[src/sv/bsim_pkg.sv]
// ----------------------------------------------------------------------------
// bsim_pkg
// Shared types, constants and the register address decoder for the bank
// switch and scanline IRQ mapper.
// ----------------------------------------------------------------------------
package bsim_pkg;

  localparam int PATTERN_SLOTS_DEF = 8;

  localparam int ADDR_W   = 16;
  localparam int DATA_W   = 8;
  localparam int SLOT_FW  = 3;
  localparam int IN_TDATA_W  = 32;
  localparam int OUT_TDATA_W = 40;
  localparam int CFG_IDX_W   = 1;
  localparam int CFG_DATA_W  = 8;

  // Configuration register indexes.
  localparam logic [CFG_IDX_W-1:0] CFG_LAST_BANK_MASK = 1'd0;
  localparam logic [CFG_IDX_W-1:0] CFG_PATTERN_IS_ROM = 1'd1;

  localparam logic [7:0] LAST_BANK_MASK_RST = 8'd31;

  // Address pages.
  localparam logic [3:0] PAGE_SWAP   = 4'h8;
  localparam logic [3:0] PAGE_MISC   = 4'h9;
  localparam logic [3:0] PAGE_MIDDLE = 4'hA;
  localparam logic [3:0] PAGE_PAT0   = 4'hB;
  localparam logic [3:0] PAGE_PAT1   = 4'hC;
  localparam logic [3:0] PAGE_PAT2   = 4'hD;
  localparam logic [3:0] PAGE_PAT3   = 4'hE;
  localparam logic [3:0] PAGE_IRQ    = 4'hF;

  // Sub-register codes.
  localparam logic [1:0] SUB_0 = 2'd0;
  localparam logic [1:0] SUB_1 = 2'd1;
  localparam logic [1:0] SUB_2 = 2'd2;
  localparam logic [1:0] SUB_3 = 2'd3;

  localparam logic signed [9:0] PRESCALE_START = 10'sd341;
  localparam logic signed [9:0] PRESCALE_STEP  = 10'sd3;
  localparam logic [7:0]        COUNT_TOP      = 8'hFF;

  typedef struct packed {
    logic       hit;
    logic [3:0] page;
    logic [1:0] sub;
  } dec_t;

  typedef struct packed {
    logic       tick;
    logic       reload_lo;
    logic       reload_hi;
    logic       ctrl;
    logic       ack;
    logic [7:0] value;
  } irq_cmd_t;

  function automatic dec_t decode_addr(input logic [ADDR_W-1:0] addr);
    dec_t d;
    d.page = addr[15:12];
    d.sub  = SUB_0;
    d.hit  = 1'b1;
    case (addr[11:0])
      12'h000: d.sub = SUB_0;
      12'h002, 12'h040: d.sub = SUB_1;
      12'h004, 12'h080: d.sub = SUB_2;
      12'h006, 12'h0C0: d.sub = SUB_3;
      default: d.hit = 1'b0;
    endcase
    if (!addr[15]) begin
      d.hit = 1'b0;
    end
    return d;
  endfunction

endpackage

[src/sv/bsim_pat_ram.sv]
// ----------------------------------------------------------------------------
// bsim_pat_ram
// Pattern bank store: one write port, two registered read ports. Entries
// that were never written since reset read as zero.
// ----------------------------------------------------------------------------
module bsim_pat_ram
  import bsim_pkg::*;
#(
  parameter int PATTERN_SLOTS = PATTERN_SLOTS_DEF,
  parameter int SLOT_W        = $clog2(PATTERN_SLOTS)
) (
  input  logic              clk,
  input  logic              rst_n,
  input  logic              we,
  input  logic [SLOT_W-1:0] waddr,
  input  logic [7:0]        wdata,
  input  logic              re,
  input  logic [SLOT_W-1:0] raddr_a,
  input  logic [SLOT_W-1:0] raddr_b,
  output logic [7:0]        rdata_a,
  output logic [7:0]        rdata_b
);

  logic [7:0]               mem [PATTERN_SLOTS];
  logic [PATTERN_SLOTS-1:0] vld_r;
  logic [7:0]               rdata_a_r;
  logic [7:0]               rdata_b_r;

  always_ff @(posedge clk) begin
    if (we) begin
      mem[waddr] <= wdata;
    end
  end

  always_ff @(posedge clk) begin
    if (!rst_n) begin
      vld_r <= '0;
    end else if (we) begin
      vld_r[waddr] <= 1'b1;
    end
  end

  always_ff @(posedge clk) begin
    if (re) begin
      rdata_a_r <= vld_r[raddr_a] ? mem[raddr_a] : 8'd0;
      rdata_b_r <= vld_r[raddr_b] ? mem[raddr_b] : 8'd0;
    end
  end

  assign rdata_a = rdata_a_r;
  assign rdata_b = rdata_b_r;

endmodule

[src/sv/bsim_irq_unit.sv]
// ----------------------------------------------------------------------------
// bsim_irq_unit
// IRQ reload, prescaler, counter and line. Commands arrive already gated
// by the pipeline advance, so the registers load their next value each cycle.
// ----------------------------------------------------------------------------
module bsim_irq_unit
  import bsim_pkg::*;
(
  input  logic     clk,
  input  logic     rst_n,
  input  irq_cmd_t cmd,
  output logic     asserted_nxt
);

  logic [7:0]        reload_r, reload_nxt;
  logic [7:0]        count_r, count_nxt;
  logic signed [9:0] prescale_r, prescale_nxt;
  logic              cycle_mode_r, cycle_mode_nxt;
  logic              on_r, on_nxt;
  logic              on_after_ack_r, on_after_ack_nxt;
  logic              asserted_r;
  logic [7:0]        count_inc;
  logic              do_step;

  assign count_inc = count_r + 8'd1;

  always_comb begin
    reload_nxt       = reload_r;
    count_nxt        = count_r;
    prescale_nxt     = prescale_r;
    cycle_mode_nxt   = cycle_mode_r;
    on_nxt           = on_r;
    on_after_ack_nxt = on_after_ack_r;
    asserted_nxt     = asserted_r;
    do_step          = 1'b0;

    if (cmd.reload_lo) begin
      reload_nxt = {reload_r[7:4], cmd.value[3:0]};
    end
    if (cmd.reload_hi) begin
      reload_nxt = {cmd.value[3:0], reload_r[3:0]};
    end
    if (cmd.ctrl) begin
      cycle_mode_nxt   = cmd.value[2];
      on_nxt           = cmd.value[1];
      on_after_ack_nxt = cmd.value[0];
      asserted_nxt     = 1'b0;
      if (cmd.value[1]) begin
        count_nxt    = reload_r;
        prescale_nxt = PRESCALE_START;
      end
    end
    if (cmd.ack) begin
      asserted_nxt = 1'b0;
      on_nxt       = on_after_ack_r;
    end

    if (cmd.tick && on_r) begin
      if (cycle_mode_r) begin
        do_step = 1'b1;
      end else if (prescale_r > 10'sd0) begin
        prescale_nxt = prescale_r - PRESCALE_STEP;
      end else begin
        prescale_nxt = prescale_r + PRESCALE_START;
        do_step      = 1'b1;
      end
    end

    // Only a step that lands on the top value raises the line; it also reloads the counter.
    if (do_step) begin
      if (count_inc == COUNT_TOP) begin
        asserted_nxt = 1'b1;
        count_nxt    = reload_r;
      end else begin
        count_nxt = count_inc;
      end
    end
  end

  always_ff @(posedge clk) begin
    if (!rst_n) begin
      reload_r       <= 8'd0;
      count_r        <= 8'd0;
      prescale_r     <= PRESCALE_START;
      cycle_mode_r   <= 1'b0;
      on_r           <= 1'b0;
      on_after_ack_r <= 1'b0;
      asserted_r     <= 1'b0;
    end else begin
      reload_r       <= reload_nxt;
      count_r        <= count_nxt;
      prescale_r     <= prescale_nxt;
      cycle_mode_r   <= cycle_mode_nxt;
      on_r           <= on_nxt;
      on_after_ack_r <= on_after_ack_nxt;
      asserted_r     <= asserted_nxt;
    end
  end

endmodule

[src/sv/bank_switch_and_scanline_irq_mapper.sv]
// ----------------------------------------------------------------------------
// bank_switch_and_scanline_irq_mapper
// A request is registered in the compute stage and its result in the output
// register. Throughput: one request per cycle unless the output stalls.
// The pattern RAM is read on accept and written back as the request leaves
// the compute stage, with a one-entry forward for back-to-back same-slot requests.
// Reset (synchronous, active low) resets all mapping and IRQ state.
// ----------------------------------------------------------------------------
module bank_switch_and_scanline_irq_mapper
  import bsim_pkg::*;
#(
  parameter int PATTERN_SLOTS = PATTERN_SLOTS_DEF
) (
  input  logic                   clk,
  input  logic                   rst_n,
  // in_tdata: address[15:0], value[23:16], pattern_slot[26:24], zero fill
  input  logic [IN_TDATA_W-1:0]  in_tdata,
  // in_tuser: kind[0]
  input  logic                   in_tuser,
  input  logic                   in_tvalid,
  output logic                   in_tready,
  // out_tdata: bank_at_8000[7:0], bank_at_a000[12:8], bank_at_c000[20:13],
  // mirror_mode[22:21], pattern_bank[30:23], pattern_target_rom[31],
  // irq_line[32], zero fill
  output logic [OUT_TDATA_W-1:0] out_tdata,
  output logic                   out_tvalid,
  input  logic                   out_tready,
  input  logic                   cfg_we,
  input  logic [CFG_IDX_W-1:0]   cfg_index,
  input  logic [CFG_DATA_W-1:0]  cfg_wdata
);

  localparam int SLOT_W = $clog2(PATTERN_SLOTS);

  // Configuration registers.
  logic [7:0] mask_r;
  logic       is_rom_r;

  always_ff @(posedge clk) begin
    if (!rst_n) begin
      mask_r   <= LAST_BANK_MASK_RST;
      is_rom_r <= 1'b1;
    end else if (cfg_we) begin
      case (cfg_index)
        CFG_LAST_BANK_MASK: mask_r   <= cfg_wdata;
        CFG_PATTERN_IS_ROM: is_rom_r <= cfg_wdata[0];
        default: ;
      endcase
    end
  end

  // Input decode and pattern write slot.
  dec_t              in_dec;
  logic [3:0]        in_page_off;
  logic [SLOT_W-1:0] in_wslot;
  logic [SLOT_W-1:0] in_rslot;
  logic              in_fire;

  assign in_dec      = decode_addr(in_tdata[15:0]);
  assign in_page_off = in_dec.page - PAGE_PAT0;
  assign in_wslot    = SLOT_W'({in_page_off[1:0], in_dec.sub[1]});
  assign in_rslot    = in_tdata[24 +: SLOT_W];
  assign in_fire     = in_tvalid && in_tready;

  // Compute stage.
  logic              s2_valid_r;
  logic              s2_kind_r;
  dec_t              s2_dec_r;
  logic [7:0]        s2_value_r;
  logic [SLOT_W-1:0] s2_wslot_r;
  logic [SLOT_W-1:0] s2_rslot_r;
  logic              s2_fire;
  logic              out_valid_r;
  logic [OUT_TDATA_W-1:0] out_tdata_r;

  assign s2_fire   = s2_valid_r && (!out_valid_r || out_tready);
  assign in_tready = !s2_valid_r || s2_fire;

  always_ff @(posedge clk) begin
    if (!rst_n) begin
      s2_valid_r <= 1'b0;
    end else if (in_fire) begin
      s2_valid_r <= 1'b1;
    end else if (s2_fire) begin
      s2_valid_r <= 1'b0;
    end
  end

  always_ff @(posedge clk) begin
    if (in_fire) begin
      s2_kind_r  <= in_tuser;
      s2_dec_r   <= in_dec;
      s2_value_r <= in_tdata[23:16];
      s2_wslot_r <= in_wslot;
      s2_rslot_r <= in_rslot;
    end
  end

  // Pattern RAM with a forward of the most recent write.
  logic              pat_we;
  logic [7:0]        pat_new;
  logic [7:0]        rdata_a, rdata_b;
  logic [7:0]        cur_a, cur_b;
  logic              fwd_valid_r;
  logic [SLOT_W-1:0] fwd_addr_r;
  logic [7:0]        fwd_data_r;

  bsim_pat_ram #(
    .PATTERN_SLOTS (PATTERN_SLOTS),
    .SLOT_W        (SLOT_W)
  ) u_pat_ram (
    .clk     (clk),
    .rst_n   (rst_n),
    .we      (pat_we),
    .waddr   (s2_wslot_r),
    .wdata   (pat_new),
    .re      (in_fire),
    .raddr_a (in_wslot),
    .raddr_b (in_rslot),
    .rdata_a (rdata_a),
    .rdata_b (rdata_b)
  );

  always_ff @(posedge clk) begin
    if (!rst_n) begin
      fwd_valid_r <= 1'b0;
    end else if (pat_we) begin
      fwd_valid_r <= 1'b1;
    end
  end

  always_ff @(posedge clk) begin
    if (pat_we) begin
      fwd_addr_r <= s2_wslot_r;
      fwd_data_r <= pat_new;
    end
  end

  // A write retiring on the same edge as a read is missed by the RAM.
  assign cur_a = (fwd_valid_r && fwd_addr_r == s2_wslot_r) ? fwd_data_r : rdata_a;
  assign cur_b = (fwd_valid_r && fwd_addr_r == s2_rslot_r) ? fwd_data_r : rdata_b;

  // Register write decode for the request in the compute stage.
  logic       wr_hit;
  logic [4:0] swap_bank_r, swap_bank_nxt;
  logic       swap_mode_r, swap_mode_nxt;
  logic [4:0] middle_r, middle_nxt;
  logic [1:0] mirror_r, mirror_nxt;
  irq_cmd_t   irq_cmd;
  logic       irq_asserted_nxt;

  assign wr_hit = s2_fire && !s2_kind_r && s2_dec_r.hit;

  always_comb begin
    swap_bank_nxt = swap_bank_r;
    swap_mode_nxt = swap_mode_r;
    middle_nxt    = middle_r;
    mirror_nxt    = mirror_r;
    pat_we        = 1'b0;
    pat_new       = cur_a;
    irq_cmd       = '0;
    irq_cmd.value = s2_value_r;
    irq_cmd.tick  = s2_fire && s2_kind_r;
    if (wr_hit) begin
      case (s2_dec_r.page)
        PAGE_SWAP:   swap_bank_nxt = s2_value_r[4:0];
        PAGE_MISC: begin
          if (!s2_dec_r.sub[1]) begin
            mirror_nxt = s2_value_r[1:0];
          end else begin
            swap_mode_nxt = s2_value_r[1];
          end
        end
        PAGE_MIDDLE: middle_nxt = s2_value_r[4:0];
        PAGE_PAT0, PAGE_PAT1, PAGE_PAT2, PAGE_PAT3: begin
          pat_we = 1'b1;
          if (s2_dec_r.sub[0]) begin
            pat_new = {s2_value_r[3:0], cur_a[3:0]};
          end else begin
            pat_new = {cur_a[7:4], s2_value_r[3:0]};
          end
        end
        PAGE_IRQ: begin
          case (s2_dec_r.sub)
            SUB_0:   irq_cmd.reload_lo = 1'b1;
            SUB_1:   irq_cmd.reload_hi = 1'b1;
            SUB_2:   irq_cmd.ctrl      = 1'b1;
            SUB_3:   irq_cmd.ack       = 1'b1;
            default: ;
          endcase
        end
        default: ;
      endcase
    end
  end

  always_ff @(posedge clk) begin
    if (!rst_n) begin
      swap_bank_r <= 5'd0;
      swap_mode_r <= 1'b0;
      middle_r    <= 5'd0;
      mirror_r    <= 2'd0;
    end else begin
      swap_bank_r <= swap_bank_nxt;
      swap_mode_r <= swap_mode_nxt;
      middle_r    <= middle_nxt;
      mirror_r    <= mirror_nxt;
    end
  end

  bsim_irq_unit u_irq (
    .clk          (clk),
    .rst_n        (rst_n),
    .cmd          (irq_cmd),
    .asserted_nxt (irq_asserted_nxt)
  );

  // Result assembly from the updated state.
  logic [7:0] second_last;
  logic [7:0] bank_8000, bank_c000;
  logic [7:0] rep_bank;

  assign second_last = mask_r - 8'd1;
  assign bank_8000   = swap_mode_nxt ? second_last : {3'd0, swap_bank_nxt};
  assign bank_c000   = swap_mode_nxt ? {3'd0, swap_bank_nxt} : second_last;
  assign rep_bank    = (pat_we && s2_wslot_r == s2_rslot_r) ? pat_new : cur_b;

  always_ff @(posedge clk) begin
    if (!rst_n) begin
      out_valid_r <= 1'b0;
    end else if (s2_fire) begin
      out_valid_r <= 1'b1;
    end else if (out_tready) begin
      out_valid_r <= 1'b0;
    end
  end

  always_ff @(posedge clk) begin
    if (s2_fire) begin
      out_tdata_r <= {7'd0, irq_asserted_nxt, is_rom_r, rep_bank, mirror_nxt,
                      bank_c000, middle_nxt, bank_8000};
    end
  end

  assign out_tvalid = out_valid_r;
  assign out_tdata  = out_tdata_r;

endmodule
[config.mk]
export PLATFORM = sky130hd
export DESIGN_NAME = bank_switch_and_scanline_irq_mapper
export DESIGN_NICKNAME = d
export VERILOG_FILES = /design/src/sv/bsim_pkg.sv /design/src/sv/bsim_pat_ram.sv /design/src/sv/bsim_irq_unit.sv /design/src/sv/bank_switch_and_scanline_irq_mapper.sv
export SDC_FILE = /design/constraint.sdc
export NUM_CORES = 1
export LEC_CHECK = 0
export BUFFER_PORTS_ARGS = -buffer_cell sky130_fd_sc_hd__buf_2
export CORE_MARGIN = 4
export CORE_UTILIZATION = 35
export CTS_CLUSTER_DIAMETER = 150
export DETAILED_ROUTE_END_ITERATION = 16
export GPL_ROUTABILITY_DRIVEN = 0
export HOLD_SLACK_MARGIN = 0.03
export PLACE_DENSITY = 0.55
export SYNTH_ARGS = -nofsm -noshare
export SYNTH_HDL_FRONTEND = slang
export SYNTH_HIERARCHICAL = 1
export SYNTH_SLANG_ARGS = --single-unit
export TNS_END_PERCENT = 30
[constraint.sdc]
create_clock -name clk -period 8.7 [get_ports clk]
set_input_delay 0 -clock clk [delete_from_list [all_inputs] [get_ports clk]]
set_output_delay 0 -clock clk [all_outputs]
set_load 0.01 [all_outputs]
==> results.cfg, run 1 <==
[status]
status = complete, no violations

[synthesis]
syn_inst = 692
yosys_warnings = 6
syn_avg_cell_area_um2 = 13.8
netlist_area_um2 = 9560

[min_path]
hold_path_class = input pin to flop
holdPathStages = 3

[setup_path]
path_delay_family = buffers and inverters
cp_cell_sequence = dlygate4sd3_1 > buf_2 > nor4_1 > dlygate4sd3_1 > nand2_1 > nor2_2 > buf_4 > mux4_2 > mux2i_4 > nor2_1
crit_type = input pin to flop
worst_r2r_path_depth = 5
start_kind = input pin
required_ns = 8.93
slowest_stage = mux4_2
slowest_delay_ns = 0.59
crit_buf_inv = 4
cp_max_fo = 19
worst_setup_path_end_kind = flop
worst-path-stages = 10
arrival_ns = 3.07
crit_top_cell = dlygate4sd3_1

[clocking]
root_buffer = clkbuf_16
cts.htree.levels = 1
path_clk_slew_ns = 0.06
clkLatencyLatePin_ns = 0.52
cts_tree = yes
postCtsSetupRepairBufs = 0
clock-sinks = 205
clock_path_buffers = 3
cts_buffers = 24

[timing]
tightest_slew_ns = 1.11
fin_crit_sh = 0.326
rsz0062_at_grt = false
min_period_ns = 2.84
hold_viol_final = 0
slew_headroom = 0.244
setup_slack_ns = 5.86
fmax_mhz = 352
tns_ns = 0
setup_viol = 0
skew_ns = 0.0184
maxSlewViolCount = 0

[grt]
grt_pass1_vias = 5994
grt_max_degree = 54
antenna_found_initial = 0
grt_pass1_wl_um = 33100
grt_use_total = 0.136
gr-total-overflow = 0

[detailed_routing]
first_pass_iters = 4
vias_per_cell = 5.05
wl_um = 21200
first_iter_violations = 332
drtAntennaViolNets = 0
vias = 5923
drt-wirelength-per-cell_um = 18.1
drc = 0

[final_layout]
n_fill_cell = 2517
seqCellArea_um2 = 5530
finalNonFillerCells = 1172
synthToLayoutAreaGrowth_pct = 19.8
post-route-util = 0.425
n_antenna_cell = 0
drive_gt1_frac = 0.193
layout.nets = 868
multiInputGateArea_um2 = 3790

[floorplanning]
die_y_um = 173
fp-row-count = 60
io_pins = 89
die_x_um = 173
die_area_um2 = 30000
start_util = 0.355
core_area_um2 = 27000

[placed_design]
port_buffers = 73
dp_hpwl_um = 13800
dp.cells = 1079
dp_slack_ns = 5.93

[pwr]
ir_drop_mv = 0.126
p_leak_uw = 0.00440
powerDensity_nw_per_um2 = 190

[job]
cap_violations = 0
==> metrics by stage <==
| stage | total power [uW] | hold WS (ns) | cell area [um2] |
|---|---|---|---|
| 2_1_floorplan | 1160 | 0.0989 | 9590 |
| 5_1_grt | 2250 | 0.0638 | 11500 |
| 6_report | 2170 | 0.0462 | 11500 |
| 3_5_place_dp | 1190 | 0.178 | 10200 |
| 4_1_cts | 2200 | 0.0324 | 11500 |
| 3_3_place_gp | 1190 | 0.179 | 10200 |
==> repair_timing <==
| action | 4_1_cts | 5_1_grt |
|---|---|---|
| gates resized for setup | 0 | 0 |
| hold buffers | 49 | 0 |
| endpoints found under the hold margin | 25 | 0 |
==> worst min-delay path, cell delays in order <==
cell and delay, ns:
buf_2 0.09, buf_4 0.30, nand2_1 0.11
==> area by class of cell <==
class | instances | area share
Clock buffer | 31 | 0.0565
Clock inverter | 13 | 0.0121
Sequential cell | 205 | 0.482
Timing Repair Buffer | 127 | 0.0780
Tap cell | 341 | 0.0372
Multi-Input combinational cell | 445 | 0.331
Inverter | 10 | 0.00328
==> worst paths after layout <==
path | endpoint | slack, ns | start
min reg2reg | out_tdata[31] | 0.45 | is_rom_r
min | u_irq/prescale_r[4] | 0.05 | rst_n
max reg2reg | out_tdata[0] | 5.95 | s2_kind_r
max | u_pat_ram/rdata_a[7] | 5.86 | in_tdata[9]
==> power by group <==
group          leakage, uW  internal [uW]  switching, uW
Combinational      0.00218           52.1           58.4
Clock             0.000374            588            397
Sequential         0.00185           1060           16.1
Total              0.00440           1700            471
==> flip-flops by register name, summed over array words and instances (netlist names), 6 cells and up <==
signal	count
u_pat_ram/mem	64
u_pat_ram/rdata_b	8
u_irq/prescale_r	10
mask_r	8
u_pat_ram/rdata_a	8
fwd_data_r	8
out_tdata	33
u_irq/count_r	8
s2_dec_r	6
u_irq/reload_r	8
u_pat_ram/vld_r	8
==> layer usage <==
metal,up-vias,part of all wire,track usage
li1,2881,-,-
met1,2882,0.46,0.181
met2,130,0.48,0.237
met3,30,0.051,0.0251
met4,0,0.015,0.0259
met5,-,0,0
==> cell usage in the layout (no fill, tap or decap), types with 9 or more instances in the layout <==
cell and n:
edfxtp_1 142, buf_2 73, nor2_1 69, dfxtp_1 63, mux2i_1 56, dlygate4sd3_1 49, nand2_1 42, mux4_1 28
clkbuf_16 24, a21oi_1 19, nand3_1 16, nor2b_1 14, xnor2_1 14, and2_1 13, a21o_1 10, o21a_1 10
inv_1 9, nand2b_1 9, o21ai_0 9
Note: power is estimated with default switching activity, not from simulation.
==> inputs of run 2 (changes only) <==
--- a/config.mk
+++ b/config.mk
@@ -5,6 +5,7 @@
 export SDC_FILE = /design/constraint.sdc
 export NUM_CORES = 1
 export LEC_CHECK = 0
+export ABC_AREA = 1
 export BUFFER_PORTS_ARGS = -buffer_cell sky130_fd_sc_hd__buf_2
 export CORE_MARGIN = 4
 export CORE_UTILIZATION = 35
@@ -12,7 +13,7 @@
 export DETAILED_ROUTE_END_ITERATION = 16
 export GPL_ROUTABILITY_DRIVEN = 0
 export HOLD_SLACK_MARGIN = 0.03
-export PLACE_DENSITY = 0.55
+export PLACE_DENSITY = 0.54
 export SYNTH_ARGS = -nofsm -noshare
 export SYNTH_HDL_FRONTEND = slang
 export SYNTH_HIERARCHICAL = 1
==> constraint.sdc (replaced) <==
create_clock -name clk -period 2.63 [get_ports clk]
set_input_delay 0 -clock clk [delete_from_list [all_inputs] [get_ports clk]]
set_output_delay 0 -clock clk [all_outputs]
set_load 0.01 [all_outputs]
==> run 2 against run 1 <==
  * Setup slack got worse by 5.7 ns
  * Combinational power rose to 4.2 times the previous value
  * Final area rose by 7.0%
  * Sequential power grew to 3.3 times the previous value
  * Critical path type unchanged
==> results.cfg, run 2 <==
[placed_design]
port_buffers = 73
dp_hpwl_um = 17200
dp.cells = 1751

[floorplanning]
core_area_um2 = 29600
die_y_um = 181
fp-row-count = 63
die_x_um = 181
die_area_um2 = 32700
start_util = 0.354
io_pins = 89

[grt]
grt_pass1_wl_um = 39700
grt_pass1_vias = 7769
gr-total-overflow = 0
grt_use_total = 0.145
grt_max_degree = 37
antenna_found_initial = 0

[final_layout]
largest_register = u_pat_ram/mem
drive_gt1_frac = 0.115
synthToLayoutAreaGrowth_pct = 17.1
layout_common_cells = nand2_1, inv_1, nand3_1
multiInputGateArea_um2 = 3800
layout.nets = 1484
finalNonFillerCells = 1834
largest_register_ffs = 64
n_antenna_cell = 0
seqCellArea_um2 = 5530
layout_commonest_cell = nand2_1
n_fill_cell = 2991

[clocking]
postCtsSetupRepairBufs = 0
path_clk_slew_ns = 0.06
clock_path_buffers = 3
clkLatencyLatePin_ns = 0.51
root_buffer = clkbuf_16
cts.htree.levels = 1
cts_tree = yes
clock-sinks = 205
cts_buffers = 23

[detailed_routing]
drt-wirelength-per-cell_um = 13.4
first_iter_violations = 529
wl_um = 24600
drc = 0
first_pass_iters = 5
drtAntennaViolNets = 0
vias_per_cell = 4.52
vias = 8282

[setup_path]
required_ns = 3.00
start_kind = input pin
arrival_ns = 2.89
crit_type = input pin to flop
worst_setup_path_end_kind = flop
cp_max_fo = 3

[pwr]
ir_drop_mv = 0.414
p_leak_uw = 0.00588
powerDensity_nw_per_um2 = 572

[timing]
hold_viol_final = 0
setup_viol = 0
fmax_mhz = 398
slew_headroom = 0.544
rsz0062_at_grt = false
tns_ns = 0
tightest_slew_ns = 0.681
fin_crit_sh = 0.956
maxSlewViolCount = 0
skew_ns = 0.00820
min_period_ns = 2.51

[synthesis]
syn_inst = 1307
yosys_warnings = 6
netlist_area_um2 = 10500
syn_avg_cell_area_um2 = 8.01

[status]
status = complete, no violations

[job]
cap_violations = 0

[min_path]
hold_path_class = input pin to flop
==> run 2: stage by stage <==
step	power, uW	hold slack (ns)	instance area (um2)	setup WS (ns)	utilization
floorplan	3900	0.0989	10500	0.495	-
global placement	4040	0.202	11100	0.408	0.377
detailed placement	4040	0.200	11100	0.393	0.377
CTS	7120	0.0383	12300	0.156	0.415
global route	7310	0.0805	12300	0.0135	0.415
finish	7010	0.0625	12300	0.116	0.415
==> run 2: final timing paths <==
check,startpoint,end,slack [ns],cells past startpoint
min reg2reg,is_rom_r,out_tdata[31],0.44,0
max,in_tdata[0],s2_dec_r[0],0.12,12
min,cfg_we,mask_r[0],0.06,4
max reg2reg,u_irq/prescale_r[0],u_irq/prescale_r[8],0.38,17
==> run 2: area by class of cell <==
type / instances / area share
multi-input cells: 843 / 0.310
flip-flops and latches: 205 / 0.451
well taps: 390 / 0.0398
repair buffers: 129 / 0.0729
clock inverters: 16 / 0.00898
clock buffers: 24 / 0.0472
inverters: 227 / 0.0702
==> run 2: routing by layer <==
metal | global-route usage | vias to the layer above | part of all wire
met2 | 0.240 | 202 | 0.46
li1 | - | 4348 | -
met4 | 0.0363 | 0 | 0.018
met1 | 0.202 | 3704 | 0.47
met5 | 0 | - | 0
met3 | 0.0213 | 28 | 0.052
==> run 2: repair_timing <==
item	in CTS	in global routing
gates resized for setup	0	0
endpoints found under the hold margin	26	0
setup endpoints to repair	0	0
hold buffers	43	0
==> run 2: power breakdown <==
part	switching (uW)	internal (uW)	total, uW
sequential	40.3	3520	3560
combinational	298	167	465
clock	1290	1690	2990
==> run 2: critical path: stages <==
cell	delay, ns
dlygate4sd3_1	0.54
buf_2	0.14
inv_1	0.06
nand3_1	0.07
nor2_1	0.13
nand2_1	0.09
o22ai_1	0.10
dlygate4sd3_1	0.56
nand2_1	0.05
dlygate4sd3_1	0.54
nand2_1	0.06
dlygate4sd3_1	0.54
